## config.mk

```make
export PLATFORM = sky130hd
export DESIGN_NAME = ecrm_div
export DESIGN_NICKNAME = d
export VERILOG_FILES = /design/src/design/ecrm_pkg.sv /design/src/design/ecrm_div.sv
export SDC_FILE = /design/constraint.sdc
export NUM_CORES = 1
export LEC_CHECK = 0
export BUFFER_PORTS_ARGS = -buffer_cell sky130_fd_sc_hd__buf_2
export CORE_MARGIN = 5
export CORE_UTILIZATION = 41
export CTS_CLUSTER_DIAMETER = 60
export DETAILED_ROUTE_END_ITERATION = 12
export GPL_ROUTABILITY_DRIVEN = 0
export HOLD_SLACK_MARGIN = 0.06
export PLACE_DENSITY = 0.58
export SLEW_MARGIN = 20
export SYNTH_ARGS = -nofsm -noshare
export SYNTH_HDL_FRONTEND = slang
export SYNTH_SLANG_ARGS = --single-unit
export TNS_END_PERCENT = 5
```

## constraint.sdc

```tcl
create_clock -name aclk -period 8.44 [get_ports aclk]
set_clock_uncertainty 0.2 [all_clocks]
set_input_delay 0.844 -clock aclk [delete_from_list [all_inputs] [get_ports aclk]]
set_output_delay 0.844 -clock aclk [all_outputs]
set_load 0.05 [all_outputs]
```

## src/design/ecrm_pkg.sv

```systemverilog
// Shared widths, constants and types of the equity-curve risk metrics block.
package ecrm_pkg;

    localparam int unsigned EQ_W     = 40;
    localparam int unsigned MODE_W   = 2;
    localparam int unsigned CNT_W    = 17;
    localparam int unsigned SUM_W    = 48;
    localparam int unsigned SQ_W     = 64;
    localparam int unsigned DD_W     = 25;
    localparam int unsigned TR_W     = 32;
    localparam int unsigned SH_W     = 32;
    localparam int unsigned RET_W    = 24;
    localparam int unsigned SQR_W    = 2 * RET_W;
    localparam int unsigned FRAC_W   = 24;
    localparam int unsigned RFRAC_W  = 16;

    localparam int unsigned S_TDATA_W  = 40;
    localparam int unsigned M_TDATA_W  = 96;
    localparam int unsigned M_TUSER_W  = 1;
    localparam int unsigned DD_LO      = TR_W;
    localparam int unsigned DD_HI      = TR_W + DD_W - 1;
    localparam int unsigned M_PAD_LSB  = TR_W + DD_W + SH_W;

    localparam int unsigned DVD_W   = 128;
    localparam int unsigned DSR_W   = 81;
    localparam int unsigned QUO_W   = 64;
    localparam int unsigned STEP_W  = 8;
    localparam int unsigned MUL_W   = 96;
    localparam int unsigned MCNT_W  = 6;
    localparam int unsigned NQ_W    = 81;
    localparam int unsigned RT_W    = 63;

    localparam logic [STEP_W-1:0] DIV_SHORT_STEPS = 8'd64;
    localparam logic [STEP_W-1:0] DIV_LONG_STEPS  = 8'd160;

    localparam int unsigned MAX_SAMPLES_DEF = 65536;
    localparam int unsigned CNT_CAP         = (1 << CNT_W) - 1;

    localparam logic [EQ_W-1:0]  CAP_RESET = 40'd25600000;
    localparam logic [RET_W-1:0] RET_MAX   = '1;
    localparam logic [SUM_W-1:0] SUM_MAX   = {1'b0, {(SUM_W-1){1'b1}}};
    localparam logic [SUM_W-1:0] SUM_MIN   = {1'b1, {(SUM_W-1){1'b0}}};
    localparam logic [TR_W-1:0]  TR_MAX    = {1'b0, {(TR_W-1){1'b1}}};
    localparam logic [SH_W-1:0]  SH_MAX    = {1'b0, {(SH_W-1){1'b1}}};
    localparam logic [SH_W-1:0]  SH_MIN    = {1'b1, {(SH_W-1){1'b0}}};
    localparam logic [DD_W-1:0]  DD_ONE    = {1'b1, {(DD_W-1){1'b0}}};

    localparam logic [MODE_W-1:0] MODE_SAMPLE     = 2'd0;
    localparam logic [MODE_W-1:0] MODE_FINAL      = 2'd1;
    localparam logic [MODE_W-1:0] MODE_FINISH     = 2'd2;
    localparam logic [MODE_W-1:0] MODE_FINISH_ALT = 2'd3;

    typedef enum logic [4:0] {
        ST_IDLE,
        ST_SAMPLE,
        ST_RDIV,
        ST_ACC,
        ST_SQADD,
        ST_DD,
        ST_DDIV,
        ST_COMMIT,
        ST_FIN,
        ST_TDIV,
        ST_SHARPE,
        ST_MUL1,
        ST_MUL2,
        ST_DIFF,
        ST_SDIV,
        ST_SQRT,
        ST_OUT
    } state_t;

    typedef struct packed {
        logic start;
        logic long_run;
    } div_ctl_t;

    typedef struct packed {
        logic done;
        logic big;
    } div_sts_t;

endpackage

```

## src/design/ecrm_div.sv

```systemverilog
// Bit-serial restoring divider shared by all quotients of the block.
module ecrm_div import ecrm_pkg::*; (
    input  logic             aclk,
    input  logic             aresetn,
    input  div_ctl_t         ctl,
    input  logic [DVD_W-1:0] dividend,
    input  logic [DSR_W-1:0] divisor,
    output div_sts_t         sts,
    output logic [QUO_W-1:0] quotient
);

    logic              busy_reg, busy_next;
    logic              done_reg, done_next;
    logic              big_reg, big_next;
    logic [STEP_W-1:0] step_reg, step_next;
    logic [DVD_W-1:0]  dvd_reg, dvd_next;
    logic [DSR_W-1:0]  dsr_reg, dsr_next;
    logic [DSR_W-1:0]  rem_reg, rem_next;
    logic [QUO_W-1:0]  quo_reg, quo_next;

    logic [DSR_W:0]    shifted;
    logic [DSR_W:0]    trial;
    logic              fits;

    assign shifted = {rem_reg, dvd_reg[DVD_W-1]};
    assign trial   = shifted - {1'b0, dsr_reg};
    assign fits    = shifted >= {1'b0, dsr_reg};

    always_comb begin
        busy_next = busy_reg;
        done_next = 1'b0;
        big_next  = big_reg;
        step_next = step_reg;
        dvd_next  = dvd_reg;
        dsr_next  = dsr_reg;
        rem_next  = rem_reg;
        quo_next  = quo_reg;
        if (ctl.start) begin
            busy_next = 1'b1;
            big_next  = 1'b0;
            step_next = ctl.long_run ? DIV_LONG_STEPS : DIV_SHORT_STEPS;
            dvd_next  = dividend;
            dsr_next  = divisor;
            rem_next  = '0;
            quo_next  = '0;
        end else if (busy_reg) begin
            rem_next  = fits ? trial[DSR_W-1:0] : shifted[DSR_W-1:0];
            quo_next  = {quo_reg[QUO_W-2:0], fits};
            big_next  = big_reg | quo_reg[QUO_W-1] | quo_reg[QUO_W-2] | quo_reg[QUO_W-3];
            dvd_next  = {dvd_reg[DVD_W-2:0], 1'b0};
            step_next = step_reg - 1'b1;
            if (step_reg == STEP_W'(1)) begin
                busy_next = 1'b0;
                done_next = 1'b1;
            end
        end
    end

    always_ff @(posedge aclk) begin
        if (!aresetn) begin
            busy_reg <= 1'b0;
            done_reg <= 1'b0;
            step_reg <= '0;
        end else begin
            busy_reg <= busy_next;
            done_reg <= done_next;
            step_reg <= step_next;
        end
    end

    always_ff @(posedge aclk) begin
        big_reg <= big_next;
        dvd_reg <= dvd_next;
        dsr_reg <= dsr_next;
        rem_reg <= rem_next;
        quo_reg <= quo_next;
    end

    assign sts.done = done_reg;
    assign sts.big  = big_reg;
    assign quotient = quo_reg;

endmodule

```

==> flow_summary.html <==
<table>
<tr><th>Metric</th><th>Value</th></tr>
<tr><th colspan="2">GRT</th></tr>
<tr><td>Gr busiest metal</td><td>met2</td></tr>
<tr><td>Via count of the first global-routing pass</td><td>14510</td></tr>
<tr><td>First-pass GRT wire length</td><td>~76000 um</td></tr>
<tr><td>Met1 track demand over resource</td><td>about a quarter</td></tr>
<tr><td>Total global-route track usage</td><td>18.15%</td></tr>
<tr><td>Antenna violations before repair</td><td>22</td></tr>
<tr><td>Maximum number of pins on one net before global-route repair</td><td>a little under 100</td></tr>
<tr><td>Met3 track demand over resource in global routing</td><td>approximately 6.3%</td></tr>
<tr><td>GR Util met2</td><td>28.43%</td></tr>
<tr><td>Final global-route overflow total</td><td>0</td></tr>
<tr><th colspan="2">Setup path</th></tr>
<tr><td>Startpoint type of the worst setup path</td><td>flop</td></tr>
<tr><td>Data arrival time of the worst path</td><td>roughly 5000 ps</td></tr>
<tr><td>Crit Path Category</td><td>flop to flop</td></tr>
<tr><td>Critical path peak fanout</td><td>96</td></tr>
<tr><td>Required time at the endpoint of the critical path</td><td>8690 ps</td></tr>
<tr><td>Kind of capture point of the worst setup path</td><td>flop</td></tr>
<tr><th colspan="2">CTS</th></tr>
<tr><td>Master cell of the clock root buffer</td><td>sky130_fd_sc_hd__clkbuf_16</td></tr>
<tr><td>Clk buf depth</td><td>3</td></tr>
<tr><td>Num Clock Sinks</td><td>approximately 370</td></tr>
<tr><td>CTS tree</td><td>done</td></tr>
<tr><td>Clock slew seen by the registers of the worst setup and hold paths</td><td>roughly 60 ps</td></tr>
<tr><td>CTS HTree Levels</td><td>2</td></tr>
<tr><td>Resize count post-CTS</td><td>0</td></tr>
<tr><td>Source-to-sink clock delay at the later pin of the worst-skew pair</td><td>570 ps</td></tr>
<tr><td>Cts bufs inserted</td><td>43</td></tr>
<tr><td>CTS Hold Bufs</td><td>0</td></tr>
<tr><td>Post-CTS setup buffer count</td><td>0</td></tr>
<tr><th colspan="2">Run</th></tr>
<tr><td>Maximum Capacitance Violations</td><td>0</td></tr>
<tr><th colspan="2">Route</th></tr>
<tr><td># DRC</td><td>0</td></tr>
<tr><td>Remaining number of nets flagged by the antenna check after routing</td><td>0</td></tr>
<tr><td>Via count normalized by instance count</td><td>5.303</td></tr>
<tr><td>First-pass iteration count of the detailed router</td><td>5</td></tr>
<tr><td>Total vias in the final route</td><td>14490</td></tr>
<tr><td>Iter 0 DRT Violations</td><td>slightly below 1000</td></tr>
<tr><td>Average wire length per cell after detail routing</td><td>about 18 um</td></tr>
<tr><td>Total wire length after detailed routing</td><td>48290 um</td></tr>
<tr><th colspan="2">Timing</th></tr>
<tr><td>Slew Limit Headroom</td><td>34.19%</td></tr>
<tr><td>Final setup violating endpoints</td><td>0</td></tr>
<tr><td>RSZ-0062 raised after global routing</td><td>no</td></tr>
<tr><td>Final hold violations</td><td>0</td></tr>
<tr><td>Post-layout minimum cycle time</td><td>4707 ps</td></tr>
<tr><td>Total negative slack for setup checks</td><td>0 ps</td></tr>
<tr><td>Transition time of the tightest slew-check pin</td><td>just under 1000 ps</td></tr>
<tr><td>Share of the clock period used by the worst path</td><td>roughly 56%</td></tr>
<tr><td>Max-slew violation count</td><td>0</td></tr>
<tr><td>Peak Freq</td><td>0.2125 GHz</td></tr>
<tr><th colspan="2">Cells and area</th></tr>
<tr><td>Area of combinational cells with multiple inputs</td><td>just over 0.009 mm^2</td></tr>
<tr><td>Finished layout cell area</td><td>approximately 0.023 mm^2</td></tr>
<tr><td>Area taken by flip-flops and latches</td><td>0.009403 mm^2</td></tr>
<tr><td>Number of nets in the final layout</td><td>2381</td></tr>
<tr><td>Area delta synth-&gt;final</td><td>16.86%</td></tr>
<tr><td>Fill cell count</td><td>4385</td></tr>
<tr><td>Number of flip-flops in the largest register</td><td>128</td></tr>
<tr><td>Layout Utilization</td><td>48.45%</td></tr>
<tr><td>Fin cells</td><td>2732</td></tr>
<tr><td>Share of final-layout standard cells stronger than drive strength 1</td><td>about 24%</td></tr>
<tr><th colspan="2">Synthesis</th></tr>
<tr><td>Register area share after synthesis</td><td>48.69%</td></tr>
<tr><td>Dominant combinational cell family by area after synthesis</td><td>compound AO/OA/AOI/OAI gates</td></tr>
<tr><td>Most instantiated flip-flop cell in the synthesis netlist</td><td>sky130_fd_sc_hd__edfxtp_1</td></tr>
<tr><td>Per-instance average area after synthesis</td><td>10.41 um^2</td></tr>
<tr><td>Number of flops mapped to enable cells by yosys</td><td>209</td></tr>
<tr><td>Mux cell area share after synthesis</td><td>between 10 and 15%</td></tr>
<tr><td>Instance count of the mapped netlist</td><td>1855</td></tr>
<tr><td>YS warnings</td><td>0</td></tr>
<tr><td>Share of synthesized flip-flops with an asynchronous set or reset</td><td>0%</td></tr>
<tr><td>Number of unique standard cell types used by synthesis</td><td>73</td></tr>
<tr><td>Cell area after synthesis</td><td>0.01930 mm^2</td></tr>
<tr><td>Net count of the mapped netlist</td><td>2152</td></tr>
<tr><td>Flip-flop and latch count after synthesis</td><td>365</td></tr>
<tr><td>Post-synthesis share of cell area spent on full adders, half adders and majority gates</td><td>between 5 and 6%</td></tr>
<tr><td>Compound-gate portion of the synthesized area</td><td>16.13%</td></tr>
<tr><td>Xor/xnor cell area share of the yosys netlist</td><td>3.721%</td></tr>
<tr><td>Simple logic cell fraction of the synthesized area</td><td>between 10% and 20%</td></tr>
<tr><th colspan="2">Floorplan</th></tr>
<tr><td>Starting density of the core</td><td>between 40 and 50%</td></tr>
<tr><td>DIE WIDTH</td><td>about 230 um</td></tr>
<tr><td>Top Ports</td><td>279</td></tr>
<tr><td>Row count</td><td>just under 80</td></tr>
<tr><td>Total core area</td><td>0.04656 mm^2</td></tr>
<tr><td>Y dimension of the die</td><td>227.0 um</td></tr>
<tr><td>Die Outline Area</td><td>0.05152 mm^2</td></tr>
<tr><th colspan="2">Placed design</th></tr>
<tr><td>Placed standard-cell area</td><td>about 0.021 mm^2</td></tr>
<tr><td>Total half-perimeter wirelength after legalization and detailed placement</td><td>between 30000 and 40000 um</td></tr>
<tr><td>Post-placement cell count</td><td>roughly 2600</td></tr>
<tr><td>Count of input and output buffers</td><td>278</td></tr>
<tr><th colspan="2">Pwr</th></tr>
<tr><td>Leakage power of the design</td><td>a little under 10 nW</td></tr>
<tr><td>IR Drop Worst-Case VDD</td><td>0.1692 mV</td></tr>
<tr><td>Pwr Density</td><td>218.0 mW/mm^2</td></tr>
<tr><td>Post-layout total power</td><td>between 4 and 5 mW</td></tr>
<tr><th colspan="2">Status</th></tr>
<tr><td>Result of the run</td><td>complete, no violations</td></tr>
<tr><th colspan="2">Worst hold path</th></tr>
<tr><td>Min-Delay Path Class</td><td>primary input to flop</td></tr>
</table>
## power by group
| group | switching, mW | internal, mW | total, mW | leakage, nW |
|---|---|---|---|---|
| clock | 0.745 | 1.11 | 1.86 | 0.687 |
| combinational | 0.559 | 0.394 | 0.953 | 5.65 |
| sequential | 0.0665 | 2.04 | 2.11 | 3.35 |
| total | 1.37 | 3.55 | 4.92 | 9.70 |
## cell families after synthesis
kind of cell,count (synthesis)
flip-flops,365
adder cells (fa/ha/maj),84
XOR/XNOR,82
AO/OA/AOI/OAI,461
multiplexers,199
buffers and inverters,216
AND/OR/NAND/NOR,448
## cell type report
cell class / instances / area share, %
sequential: 365 / 41.69
multi-input combinational: 1274 / 40.17
timing repair buffer: 291 / 6.645
clock buffer: 54 / 5.042
tap: 607 / 3.367
inverter: 109 / 1.814
clock inverter: 24 / 1.193
antenna: 8 / 0.08875
## placed cells by master (no fill, tap or decap), types with 8 or more instances in the layout
cell                        Yosys  final
sky130_fd_sc_hd__a211oi_1      61     61
sky130_fd_sc_hd__a21o_1        50     50
sky130_fd_sc_hd__a21oi_1      156    156
sky130_fd_sc_hd__a31oi_1       14     14
sky130_fd_sc_hd__and2_1        13     13
sky130_fd_sc_hd__and3_1        17     17
sky130_fd_sc_hd__buf_2         14    277
sky130_fd_sc_hd__buf_4          9     13
sky130_fd_sc_hd__clkbuf_1      76      9
sky130_fd_sc_hd__clkbuf_16      0     43
sky130_fd_sc_hd__dfxtp_1      156    155
sky130_fd_sc_hd__diode_2        0      8
sky130_fd_sc_hd__edfxtp_1     209    209
sky130_fd_sc_hd__ha_1          83     83
sky130_fd_sc_hd__inv_1        109    109
sky130_fd_sc_hd__mux2_2       127    127
sky130_fd_sc_hd__mux2i_1       72     72
sky130_fd_sc_hd__nand2_1       94     93
sky130_fd_sc_hd__nand3_1       19     19
sky130_fd_sc_hd__nand4_1       27     27
sky130_fd_sc_hd__nor2_1       228    228
sky130_fd_sc_hd__nor3_1        13     13
sky130_fd_sc_hd__o211a_1       15     15
sky130_fd_sc_hd__o211ai_1      19     19
sky130_fd_sc_hd__o21ai_0       45     45
sky130_fd_sc_hd__o21ai_1       10     10
sky130_fd_sc_hd__o21bai_1      25     25
sky130_fd_sc_hd__xnor2_1       46     46
sky130_fd_sc_hd__xor2_1        36     36
## critical path, cell delays in order, from the launching register on
cell                       delay, ps
sky130_fd_sc_hd__edfxtp_1        380
sky130_fd_sc_hd__inv_1            70
sky130_fd_sc_hd__ha_1            160
sky130_fd_sc_hd__inv_1            60
sky130_fd_sc_hd__fa_1            410
sky130_fd_sc_hd__a21o_1          230
sky130_fd_sc_hd__a221oi_2        380
sky130_fd_sc_hd__o22a_1          230
sky130_fd_sc_hd__o21ai_2         100
sky130_fd_sc_hd__a41oi_2         360
sky130_fd_sc_hd__a31oi_4         180
sky130_fd_sc_hd__a21oi_2         170
sky130_fd_sc_hd__o21bai_2        110
sky130_fd_sc_hd__a41oi_4         220
sky130_fd_sc_hd__buf_4           780
sky130_fd_sc_hd__mux2i_1         270
sky130_fd_sc_hd__nor2_1           60
sky130_fd_sc_hd__a31o_1          180
## routing by layer
| metal | up-vias | wire [um] |
|---|---|---|
| met5 | - | 172 |
| met4 | 30 | 1069 |
| met3 | 93 | 3853 |
| met2 | 360 | 21610 |
| met1 | 6802 | 21580 |
| li1 | 7204 | - |
## cell usage after synthesis, drive strengths merged, types with 4 or more instances
cell	n	share of area, %
nor3	13	0.34
edfxtp	209	33
nand2b	5	0.16
nand4	27	0.88
buf	31	0.87
a221oi	4	0.21
clkbuf	76	1.5
mux2i	72	3.7
a41oi	4	0.26
o21bai	27	1.1
and3	17	0.55
a21boi	9	0.37
xor2	36	1.6
a21o	50	1.9
a211oi	62	2.4
o21a	6	0.23
a221o	4	0.21
o211ai	19	0.74
nand3	19	0.49
ha	83	5.4
a31o	5	0.23
a21oi	159	4.2
mux2	127	7.4
o21ai	59	1.6
nor2b	5	0.16
dfxtp	156	16
a31oi	17	0.78
and2	13	0.42
o211a	15	0.78
nand2	94	1.8
nor4	7	0.34
inv	109	2.1
or3	6	0.19
xnor2	46	2.1
nor2	228	4.4
## path summary, 6_finish.rpt
| kind | to | depth (start not counted) | slack (ps) | startpoint |
|---|---|---|---|---|
| setup / recovery | rem_reg[21]$_SDFFE_PP0P_ | 17 | 3730 | dvd_reg[127]$_DFFE_PP_ |
| hold / removal | dsr_reg[78]$_DFFE_PP_ | 1 | 240 | divisor[78] |
| setup reg to reg | rem_reg[21]$_SDFFE_PP0P_ | 17 | 3730 | dvd_reg[127]$_DFFE_PP_ |
| hold reg to reg | big_reg$_SDFFE_PP0P_ | 2 | 290 | big_reg$_SDFFE_PP0P_ |
## stage by stage
step / worst slack, ps / hold WS [ps]
CTS: 3723 / 201.8
finish: 3733 / 242.0
global placement: 3862 / 254.9
global route: 3408 / 215.6
floorplan: 3422 / 238.0
detailed placement: 3756 / 276.6
Note: power is estimated with default switching activity, not from simulation.
